`src/rtl/shap_pkg.sv`:
```
package shap_pkg;

    typedef logic [31:0] word_t;
    typedef logic [7:0][31:0] hash_vec_t;
    typedef logic [15:0][31:0] block_vec_t;

    // Status of the compression core as seen by the register front end.
    typedef struct packed {
        logic busy;
        logic done;
    } shap_status_t;

    // Word indexes of the register map (byte address divided by four).
    localparam logic [13:0] IDX_HASH7    = 14'h03;
    localparam logic [13:0] IDX_BLOCK_LO = 14'h04;
    localparam logic [13:0] IDX_BLOCK_HI = 14'h14;
    localparam logic [13:0] IDX_HASH_LO  = 14'h18;
    localparam logic [13:0] IDX_HASH_HI  = 14'h20;

    // Command byte fields on port 0.
    localparam int unsigned CMD_CLEAR_BIT = 4;
    localparam logic [7:0]  CMD_INIT_MASK = 8'h0E;
    localparam logic [7:0]  CMD_INIT_CODE = 8'h0A;
    localparam logic [7:0]  CMD_RUN_MASK  = 8'h0A;

    // Standard initial hash values.
    function automatic word_t init_hash(input logic [2:0] i);
        word_t v;
        case (i)
            3'd0:    v = 32'h6a09e667;
            3'd1:    v = 32'hbb67ae85;
            3'd2:    v = 32'h3c6ef372;
            3'd3:    v = 32'ha54ff53a;
            3'd4:    v = 32'h510e527f;
            3'd5:    v = 32'h9b05688c;
            3'd6:    v = 32'h1f83d9ab;
            default: v = 32'h5be0cd19;
        endcase
        return v;
    endfunction

    // Round constants.
    function automatic word_t round_k(input logic [5:0] r);
        word_t v;
        case (r)
            6'd0:  v = 32'h428a2f98; 6'd1:  v = 32'h71374491;
            6'd2:  v = 32'hb5c0fbcf; 6'd3:  v = 32'he9b5dba5;
            6'd4:  v = 32'h3956c25b; 6'd5:  v = 32'h59f111f1;
            6'd6:  v = 32'h923f82a4; 6'd7:  v = 32'hab1c5ed5;
            6'd8:  v = 32'hd807aa98; 6'd9:  v = 32'h12835b01;
            6'd10: v = 32'h243185be; 6'd11: v = 32'h550c7dc3;
            6'd12: v = 32'h72be5d74; 6'd13: v = 32'h80deb1fe;
            6'd14: v = 32'h9bdc06a7; 6'd15: v = 32'hc19bf174;
            6'd16: v = 32'he49b69c1; 6'd17: v = 32'hefbe4786;
            6'd18: v = 32'h0fc19dc6; 6'd19: v = 32'h240ca1cc;
            6'd20: v = 32'h2de92c6f; 6'd21: v = 32'h4a7484aa;
            6'd22: v = 32'h5cb0a9dc; 6'd23: v = 32'h76f988da;
            6'd24: v = 32'h983e5152; 6'd25: v = 32'ha831c66d;
            6'd26: v = 32'hb00327c8; 6'd27: v = 32'hbf597fc7;
            6'd28: v = 32'hc6e00bf3; 6'd29: v = 32'hd5a79147;
            6'd30: v = 32'h06ca6351; 6'd31: v = 32'h14292967;
            6'd32: v = 32'h27b70a85; 6'd33: v = 32'h2e1b2138;
            6'd34: v = 32'h4d2c6dfc; 6'd35: v = 32'h53380d13;
            6'd36: v = 32'h650a7354; 6'd37: v = 32'h766a0abb;
            6'd38: v = 32'h81c2c92e; 6'd39: v = 32'h92722c85;
            6'd40: v = 32'ha2bfe8a1; 6'd41: v = 32'ha81a664b;
            6'd42: v = 32'hc24b8b70; 6'd43: v = 32'hc76c51a3;
            6'd44: v = 32'hd192e819; 6'd45: v = 32'hd6990624;
            6'd46: v = 32'hf40e3585; 6'd47: v = 32'h106aa070;
            6'd48: v = 32'h19a4c116; 6'd49: v = 32'h1e376c08;
            6'd50: v = 32'h2748774c; 6'd51: v = 32'h34b0bcb5;
            6'd52: v = 32'h391c0cb3; 6'd53: v = 32'h4ed8aa4a;
            6'd54: v = 32'h5b9cca4f; 6'd55: v = 32'h682e6ff3;
            6'd56: v = 32'h748f82ee; 6'd57: v = 32'h78a5636f;
            6'd58: v = 32'h84c87814; 6'd59: v = 32'h8cc70208;
            6'd60: v = 32'h90befffa; 6'd61: v = 32'ha4506ceb;
            6'd62: v = 32'hbef9a3f7; default: v = 32'hc67178f2;
        endcase
        return v;
    endfunction

    // Byte lane of a word, lane 0 being bits 7:0.
    function automatic logic [7:0] lane_get(input word_t w, input logic [1:0] lane);
        logic [7:0] b;
        case (lane)
            2'd0:    b = w[7:0];
            2'd1:    b = w[15:8];
            2'd2:    b = w[23:16];
            default: b = w[31:24];
        endcase
        return b;
    endfunction

endpackage

```
`src/rtl/shap_core.sv`:
```
module shap_core
    import shap_pkg::*;
(
    input  logic         clk,
    input  logic         rst_n,
    input  logic         start,
    input  hash_vec_t    hash_in,
    input  block_vec_t   block_in,
    output shap_status_t status,
    output hash_vec_t    hash_sum
);

    typedef enum logic [2:0] {
        ST_IDLE  = 3'b001,
        ST_ROUND = 3'b010,
        ST_FINAL = 3'b100
    } core_state_t;

    core_state_t state_reg, state_next;
    logic [5:0]  round_reg, round_next;
    hash_vec_t   v_reg;
    block_vec_t  w_reg;

    word_t t1, t2, sig0, sig1, big0, big1, ch, maj, w_new;

    function automatic word_t rotr(input word_t x, input int unsigned n);
        return (x >> n) | (x << (32 - n));
    endfunction

    // One round of the compression and one step of the message schedule.
    always_comb
    begin
        big0  = rotr(v_reg[0], 2) ^ rotr(v_reg[0], 13) ^ rotr(v_reg[0], 22);
        big1  = rotr(v_reg[4], 6) ^ rotr(v_reg[4], 11) ^ rotr(v_reg[4], 25);
        maj   = (v_reg[0] & v_reg[1]) ^ (v_reg[0] & v_reg[2]) ^ (v_reg[1] & v_reg[2]);
        ch    = (v_reg[4] & v_reg[5]) ^ (~v_reg[4] & v_reg[6]);
        t1    = v_reg[7] + big1 + ch + round_k(round_reg) + w_reg[0];
        t2    = big0 + maj;
        sig0  = rotr(w_reg[1], 7) ^ rotr(w_reg[1], 18) ^ (w_reg[1] >> 3);
        sig1  = rotr(w_reg[14], 17) ^ rotr(w_reg[14], 19) ^ (w_reg[14] >> 10);
        w_new = w_reg[0] + sig0 + w_reg[9] + sig1;
    end

    // Sequencer.
    always_comb
    begin
        state_next = state_reg;
        round_next = round_reg;
        unique case (state_reg)
            ST_IDLE:
            begin
                round_next = 6'd0;
                if (start)
                begin
                    state_next = ST_ROUND;
                end
            end
            ST_ROUND:
            begin
                round_next = round_reg + 6'd1;
                if (round_reg == 6'd63)
                begin
                    state_next = ST_FINAL;
                end
            end
            ST_FINAL:
            begin
                state_next = ST_IDLE;
            end
            default:
            begin
                state_next = ST_IDLE;
            end
        endcase
    end

    always_ff @(posedge clk or negedge rst_n)
    begin
        if (!rst_n)
        begin
            state_reg <= ST_IDLE;
            round_reg <= 6'd0;
        end
        else
        begin
            state_reg <= state_next;
            round_reg <= round_next;
        end
    end

    // Working variables and schedule window.
    always_ff @(posedge clk)
    begin
        if (state_reg == ST_IDLE && start)
        begin
            v_reg <= hash_in;
            w_reg <= block_in;
        end
        else if (state_reg == ST_ROUND)
        begin
            v_reg[7] <= v_reg[6];
            v_reg[6] <= v_reg[5];
            v_reg[5] <= v_reg[4];
            v_reg[4] <= v_reg[3] + t1;
            v_reg[3] <= v_reg[2];
            v_reg[2] <= v_reg[1];
            v_reg[1] <= v_reg[0];
            v_reg[0] <= t1 + t2;
            for (int i = 0; i < 15; i++)
            begin
                w_reg[i] <= w_reg[i + 1];
            end
            w_reg[15] <= w_new;
        end
    end

    // Final addition into the hash state.
    always_comb
    begin
        for (int i = 0; i < 8; i++)
        begin
            hash_sum[i] = hash_in[i] + v_reg[i];
        end
    end

    assign status.busy = (state_reg != ST_IDLE);
    assign status.done = (state_reg == ST_FINAL);

endmodule

```
`src/rtl/sha256_register_peripheral.sv`:
```
// Channel | Signals                                   | Direction
// in      | in_valid, in_ready, action, port_address, | into block
//         | write_data, debug_access, ports_unlocked, |
//         | flash_open                                |
// out     | out_valid, out_ready, read_data           | out of block
//
// The result of a read or an ordinary write is registered in the output
// register and sits there while the next transaction is taken.
// A command that runs a compression holds in_ready low while start_reg starts
// the round unit, through 64 rounds on the shared round unit and one final addition.
// Reset clears the hash state, the block and the last index.
// A stalled output holds in_ready low until its transaction is taken.
module sha256_register_peripheral
    import shap_pkg::*;
(
    input  logic        clk,
    input  logic        rst_n,
    input  logic        in_valid,
    output logic        in_ready,
    input  logic        action,
    input  logic [15:0] port_address,
    input  logic [7:0]  write_data,
    input  logic        debug_access,
    input  logic        ports_unlocked,
    input  logic        flash_open,
    output logic        out_valid,
    input  logic        out_ready,
    output logic [7:0]  read_data
);

    hash_vec_t    hash_reg;
    block_vec_t   block_reg;
    logic [13:0]  last_index_reg;
    logic         start_reg;
    logic         out_valid_reg;
    logic [7:0]   read_data_reg;

    shap_status_t core_status;
    hash_vec_t    hash_sum;

    logic         accept;
    logic         access_ok;
    logic [13:0]  eff_idx;
    logic [1:0]   lane;
    logic [3:0]   blk_sel;
    logic [3:0]   blk_wsel;
    logic [7:0]   rd_byte;
    logic         is_cmd;
    logic         cmd_clear;
    logic         cmd_init;
    logic         cmd_run;
    logic         blk_write;

    shap_core u_core (
        .clk      (clk),
        .rst_n    (rst_n),
        .start    (start_reg),
        .hash_in  (hash_reg),
        .block_in (block_reg),
        .status   (core_status),
        .hash_sum (hash_sum)
    );

    // Handshake.
    assign in_ready  = !start_reg && !core_status.busy && (!out_valid_reg || out_ready);
    assign accept    = in_valid && in_ready;
    assign out_valid = out_valid_reg;
    assign read_data = read_data_reg;

    // Access decode.
    always_comb
    begin
        access_ok = debug_access || ports_unlocked;
        lane      = port_address[1:0];
        eff_idx   = access_ok ? port_address[15:2] : last_index_reg;
        blk_sel   = eff_idx[3:0] - 4'd4;
        blk_wsel  = port_address[5:2] - 4'd4;
        is_cmd    = action && access_ok && (port_address == 16'd0) && flash_open;
        cmd_clear = is_cmd && write_data[CMD_CLEAR_BIT];
        cmd_init  = is_cmd && !write_data[CMD_CLEAR_BIT]
                    && ((write_data & CMD_INIT_MASK) == CMD_INIT_CODE);
        cmd_run   = is_cmd && !write_data[CMD_CLEAR_BIT]
                    && ((write_data & CMD_RUN_MASK) == CMD_RUN_MASK);
        blk_write = action && access_ok && !is_cmd
                    && (port_address[15:2] >= IDX_BLOCK_LO)
                    && (port_address[15:2] < IDX_BLOCK_HI);
    end

    // Read map.
    always_comb
    begin
        rd_byte = 8'd0;
        if (!action)
        begin
            if (eff_idx == IDX_HASH7)
            begin
                rd_byte = lane_get(hash_reg[7], lane);
            end
            else if (eff_idx >= IDX_BLOCK_LO && eff_idx < IDX_BLOCK_HI)
            begin
                rd_byte = lane_get(block_reg[blk_sel], lane);
            end
            else if (eff_idx >= IDX_HASH_LO && eff_idx < IDX_HASH_HI)
            begin
                rd_byte = lane_get(hash_reg[eff_idx[2:0]], lane);
            end
        end
    end

    // Control and state registers.
    always_ff @(posedge clk or negedge rst_n)
    begin
        if (!rst_n)
        begin
            hash_reg       <= '0;
            block_reg      <= '0;
            last_index_reg <= '0;
            start_reg      <= 1'b0;
            out_valid_reg  <= 1'b0;
        end
        else
        begin
            start_reg <= accept && cmd_run;
            if (accept)
            begin
                out_valid_reg <= 1'b1;
            end
            else if (out_ready)
            begin
                out_valid_reg <= 1'b0;
            end
            if (core_status.done)
            begin
                hash_reg <= hash_sum;
            end
            else if (accept && cmd_clear)
            begin
                hash_reg <= '0;
            end
            else if (accept && cmd_init)
            begin
                for (int i = 0; i < 8; i++)
                begin
                    hash_reg[i] <= init_hash(3'(i));
                end
            end
            if (accept && blk_write)
            begin
                block_reg[blk_wsel][{lane, 3'b000} +: 8] <= write_data;
            end
            if (accept && !debug_access && ports_unlocked)
            begin
                last_index_reg <= port_address[15:2];
            end
        end
    end

    // Output data register.
    always_ff @(posedge clk)
    begin
        if (accept)
        begin
            read_data_reg <= rd_byte;
        end
    end

    // Checks.
    a_run_starts: assert property (@(posedge clk) disable iff (!rst_n)
        accept && cmd_run |=> start_reg)
        else $error("compression command did not start the core");

    a_start_idle: assert property (@(posedge clk) disable iff (!rst_n)
        start_reg |-> !core_status.busy)
        else $error("core started while busy");

    a_no_accept_busy: assert property (@(posedge clk) disable iff (!rst_n)
        core_status.busy |-> !in_ready)
        else $error("transaction taken during compression");

    a_done_follows: assert property (@(posedge clk) disable iff (!rst_n)
        core_status.done |=> !core_status.busy)
        else $error("core stayed busy after its final addition");

endmodule

```
`config.mk`:
```
export PLATFORM = sky130hd
export DESIGN_NAME = sha256_register_peripheral
export DESIGN_NICKNAME = d
export VERILOG_FILES = /design/src/rtl/shap_pkg.sv /design/src/rtl/shap_core.sv /design/src/rtl/sha256_register_peripheral.sv
export SDC_FILE = /design/constraint.sdc
export NUM_CORES = 2
export LEC_CHECK = 0
export BUFFER_PORTS_ARGS = -buffer_cell sky130_fd_sc_hd__buf_2
export CORE_UTILIZATION = 52
export CTS_BUF_LIST = sky130_fd_sc_hd__clkbuf_4
export CTS_CLUSTER_SIZE = 10
export DETAILED_ROUTE_END_ITERATION = 16
export PLACE_DENSITY = 0.7
export RECOVER_POWER = 50
export SLEW_MARGIN = 20
export SYNTH_ARGS = -nofsm -noshare
export SYNTH_HDL_FRONTEND = slang
export SYNTH_SLANG_ARGS = --single-unit
```
`constraint.sdc`:
```
create_clock -name clk -period 15.85 [get_ports clk]
set_input_delay 2.3775 -clock clk [delete_from_list [all_inputs] [get_ports clk]]
set_output_delay 2.3775 -clock clk [all_outputs]
set_load 0.02 [all_outputs]
```
==> results.tsv <==
metric	value	unit
Ys Warns	0	
Die X	429	µm
Logic pwr share	4.1	%
IO buf count	41	
grt met1 use	46.0	%
Avg WL per Cell	25.9	µm
unrepaired setup endpoints after global routing	no	
cts hold-fix bufs	0	
gr usage total	35.2	%
post_cts resized	0	
post-CTS setup buffer count	0	
ys flop type	dfrtp_1	
outcome	finished with violations	
post-layout net count	10500	
non-filler instance count after layout	12600	
CP Class	reg2reg	
Netlist Area Pre-Place	94900	µm²
met3 usage	7.65	%
Setup TNS	0	ns
switch share	24.6	%
CP max-delay cell	clkbuf_1	
first-pass GRT wire length	485	mm
Final HPWL DP	231	mm
io pins	42	
Post-synth ARST share	50.5	%
routed via count	78000	
later-pin clock latency in the skew report	1.50	ns
crit-path max cell delay	2.46	ns
Initial Utilization	52.5	%
DRT Pass-1 Iters	8	
most frequent cell after synthesis	nand2_1	
Vert. Die Dim	429	µm
M2 GR Usage	53.8	%
grt peak-use layer	met2	
vias per inst	6.17	
worst-path maximum fanout	79	
die area	184000	µm²
largest cells by area after synthesis	edfxtp_1 25%, dfrtp_1 21%, nand2_1 12%	
core area	181000	µm²
Congestion Overflow GR	0	
period utilization	81.7	%
Final min period	12.95	ns
register area share after synthesis	45.5	%
Req. time, crit path	17.01	ns
Synth Instances	9910	
Achievable Freq	77.2	MHz
Mean Syn Cell Area	9.58	µm²
clk sinks	1569	
worst clock skew	0.191	ns
failing checks	capacitance limit, slew limit	
Synth top area share	24.6	%
CTS buffer count	430	
vias in the first global route	74900	
NetSw	0.00206	W
Slew @ Worst Pin	9.38	ns
CTS clk-pin slew, worst paths	0.07	ns
reg2reg setup slack	2.90	ns
initial antenna violation count	14	
placed cells	11800	
Post-synth EDFFs	776	
PwrDens	82.1	nW/µm²
most frequent CP cell	a21oi_1	
clock share of power	45.1	%
Relative slew margins	-525	%
max-slew violations	2287	
Final setup viols	0	
top cells by count, synth	3083 x nand2_1, 963 x o21ai_0, 792 x dfrtp_1, 776 x edfxtp_1, 503 x clkbuf_1	
Synth Register Bits	1569	
initial DRC count	9024	
Final Hold Viols	0	
H-tree levels	5	
CTS tree	done	
Arr. time, crit path	14.11	ns
Routability Congestion	1.08	
drt drc	0	
root buffer cell	clkbuf_4	
area grow syn2layout	7.71	%
Crit. End Element	flop	
row cnt	156	
Netlist cell types	91	
Pint	0.00633	W
Clock Path Buffers	4	
leading area contributor after synthesis	edfxtp_1	
syn nets	10500	
DRT antenna net count	0	
share of cells above drive strength 1	10.9	%
sequential power share	50.8	%
Leak	43.2	nW
number of max-cap violations	26	
Setup crit start kind	flop	
largest net degree at the start of global routing	204	
Peak VDD IR	0.0842	mV
worst hold path class	reg2reg	
drt total wl	327	mm
-- path summary, 6_finish.rpt --
kind	depth (start not counted)	end	start
min	2	u_core.w_reg[308]	u_core.w_reg[340]
min in group asynchronous	1	hash_reg[5]	rst_n
max	35	u_core.v_reg[30]	u_core.round_reg[2]
min reg2reg	2	u_core.w_reg[308]	u_core.w_reg[340]
max in group asynchronous	4	block_reg[358]	rst_n
max reg2reg	35	u_core.v_reg[30]	u_core.round_reg[2]
-- cell families after synthesis --
| family | synth area share, % |
|---|---|
| AND/OR/NAND/NOR | 16.2 |
| AO/OA/AOI/OAI | 13.6 |
| flip-flops | 45.5 |
| buffers and inverters | 3.58 |
| adder cells (fa/ha/maj) | 9.69 |
| XOR/XNOR | 5.26 |
| multiplexers | 6.18 |
-- layer usage --
layer  wire, µm  vias to the layer above
met5         69                        -
met4      21800                       10
met3      30100                      949
met2     148000                     3953
met1     127000                    38300
li1           -                    34800
-- cell usage in the layout, fill, tap and decap left out, types with 19 or more instances in the layout --
cell / synthesis / layout
a31oi_1: 89 / 89
o21ai_0: 963 / 964
buf_2: 25 / 40
and3_1: 25 / 25
nor2b_1: 46 / 45
mux2i_1: 36 / 35
nand3_1: 101 / 101
a211o_1: 25 / 25
fa_1: 195 / 195
clkinv_1: 1 / 82
nor3_1: 63 / 61
nor2_1: 273 / 269
edfxtp_1: 776 / 776
o31ai_1: 29 / 29
clkbuf_1: 503 / 24
inv_1: 299 / 297
a21o_1: 153 / 153
dfrtp_1: 792 / 789
o211ai_1: 35 / 35
nand2_1: 3083 / 3082
o21bai_1: 44 / 44
mux2_2: 24 / 24
a211oi_1: 42 / 42
o21a_1: 44 / 44
ha_1: 405 / 405
clkbuf_4: 0 / 683
a21oi_1: 442 / 441
and2_1: 21 / 19
nand4_1: 25 / 25
mux4_2: 231 / 231
or3_1: 27 / 27
buf_4: 14 / 56
o21ai_1: 56 / 55
xor2_1: 192 / 192
nand2b_1: 80 / 80
maj3_1: 23 / 23
xnor2_1: 378 / 378
a22oi_1: 19 / 19
-- worst max-delay path, delay by kind of cell (launching register included) --
| family | cells | cell delay, ns |
|---|---|---|
| XOR/XNOR | 2 | 0.40 |
| adder cells (fa/ha/maj) | 6 | 2.57 |
| flip-flops | 1 | 1.67 |
| AO/OA/AOI/OAI | 18 | 4.33 |
| AND/OR/NAND/NOR | 5 | 1.17 |
| buffers and inverters | 4 | 2.61 |
-- metrics by stage --
step                      instance area (µm²)  worst slack [ns]  power, W  hold WS, ns  util, %
final                                  102000              2.90   0.00839        0.404     56.5
after global routing                   102000              2.21   0.00865        0.439     56.5
after CTS                              102000              5.02   0.00844        0.411     56.6
after detailed placement                96800              5.06   0.00469        0.488     53.5
after global placement                  96800              5.03   0.00469        0.479     53.5
after floorplan                         94900              3.01   0.00453        0.466        -
-- power by group through the flow --
stage | Clock [W] | Combinational [W] | Sequential (W)
final | 0.00378 | 0.000346 | 0.00426
after global routing | 0.00403 | 0.000361 | 0.00426
after CTS | 0.00384 | 0.000343 | 0.00426
after detailed placement | 0 | 0.000343 | 0.00434
after global placement | 0 | 0.000344 | 0.00434
after floorplan | 0 | 0.000186 | 0.00434
-- final cells by class --
| class | count | area [µm²] |
|---|---|---|
| Fill cell | 16000 | 78700 |
| Clock buffer | 683 | 5130 |
| Inverter | 301 | 1130 |
| Clock inverter | 101 | 465 |
| Sequential cell | 1569 | 43200 |
| Tap cell | 2370 | 2970 |
| Timing Repair Buffer | 130 | 888 |
| Antenna cell | 13 | 32.5 |
| Multi-Input combinational cell | 7472 | 48500 |
Power figures use the tool's default switching activity.
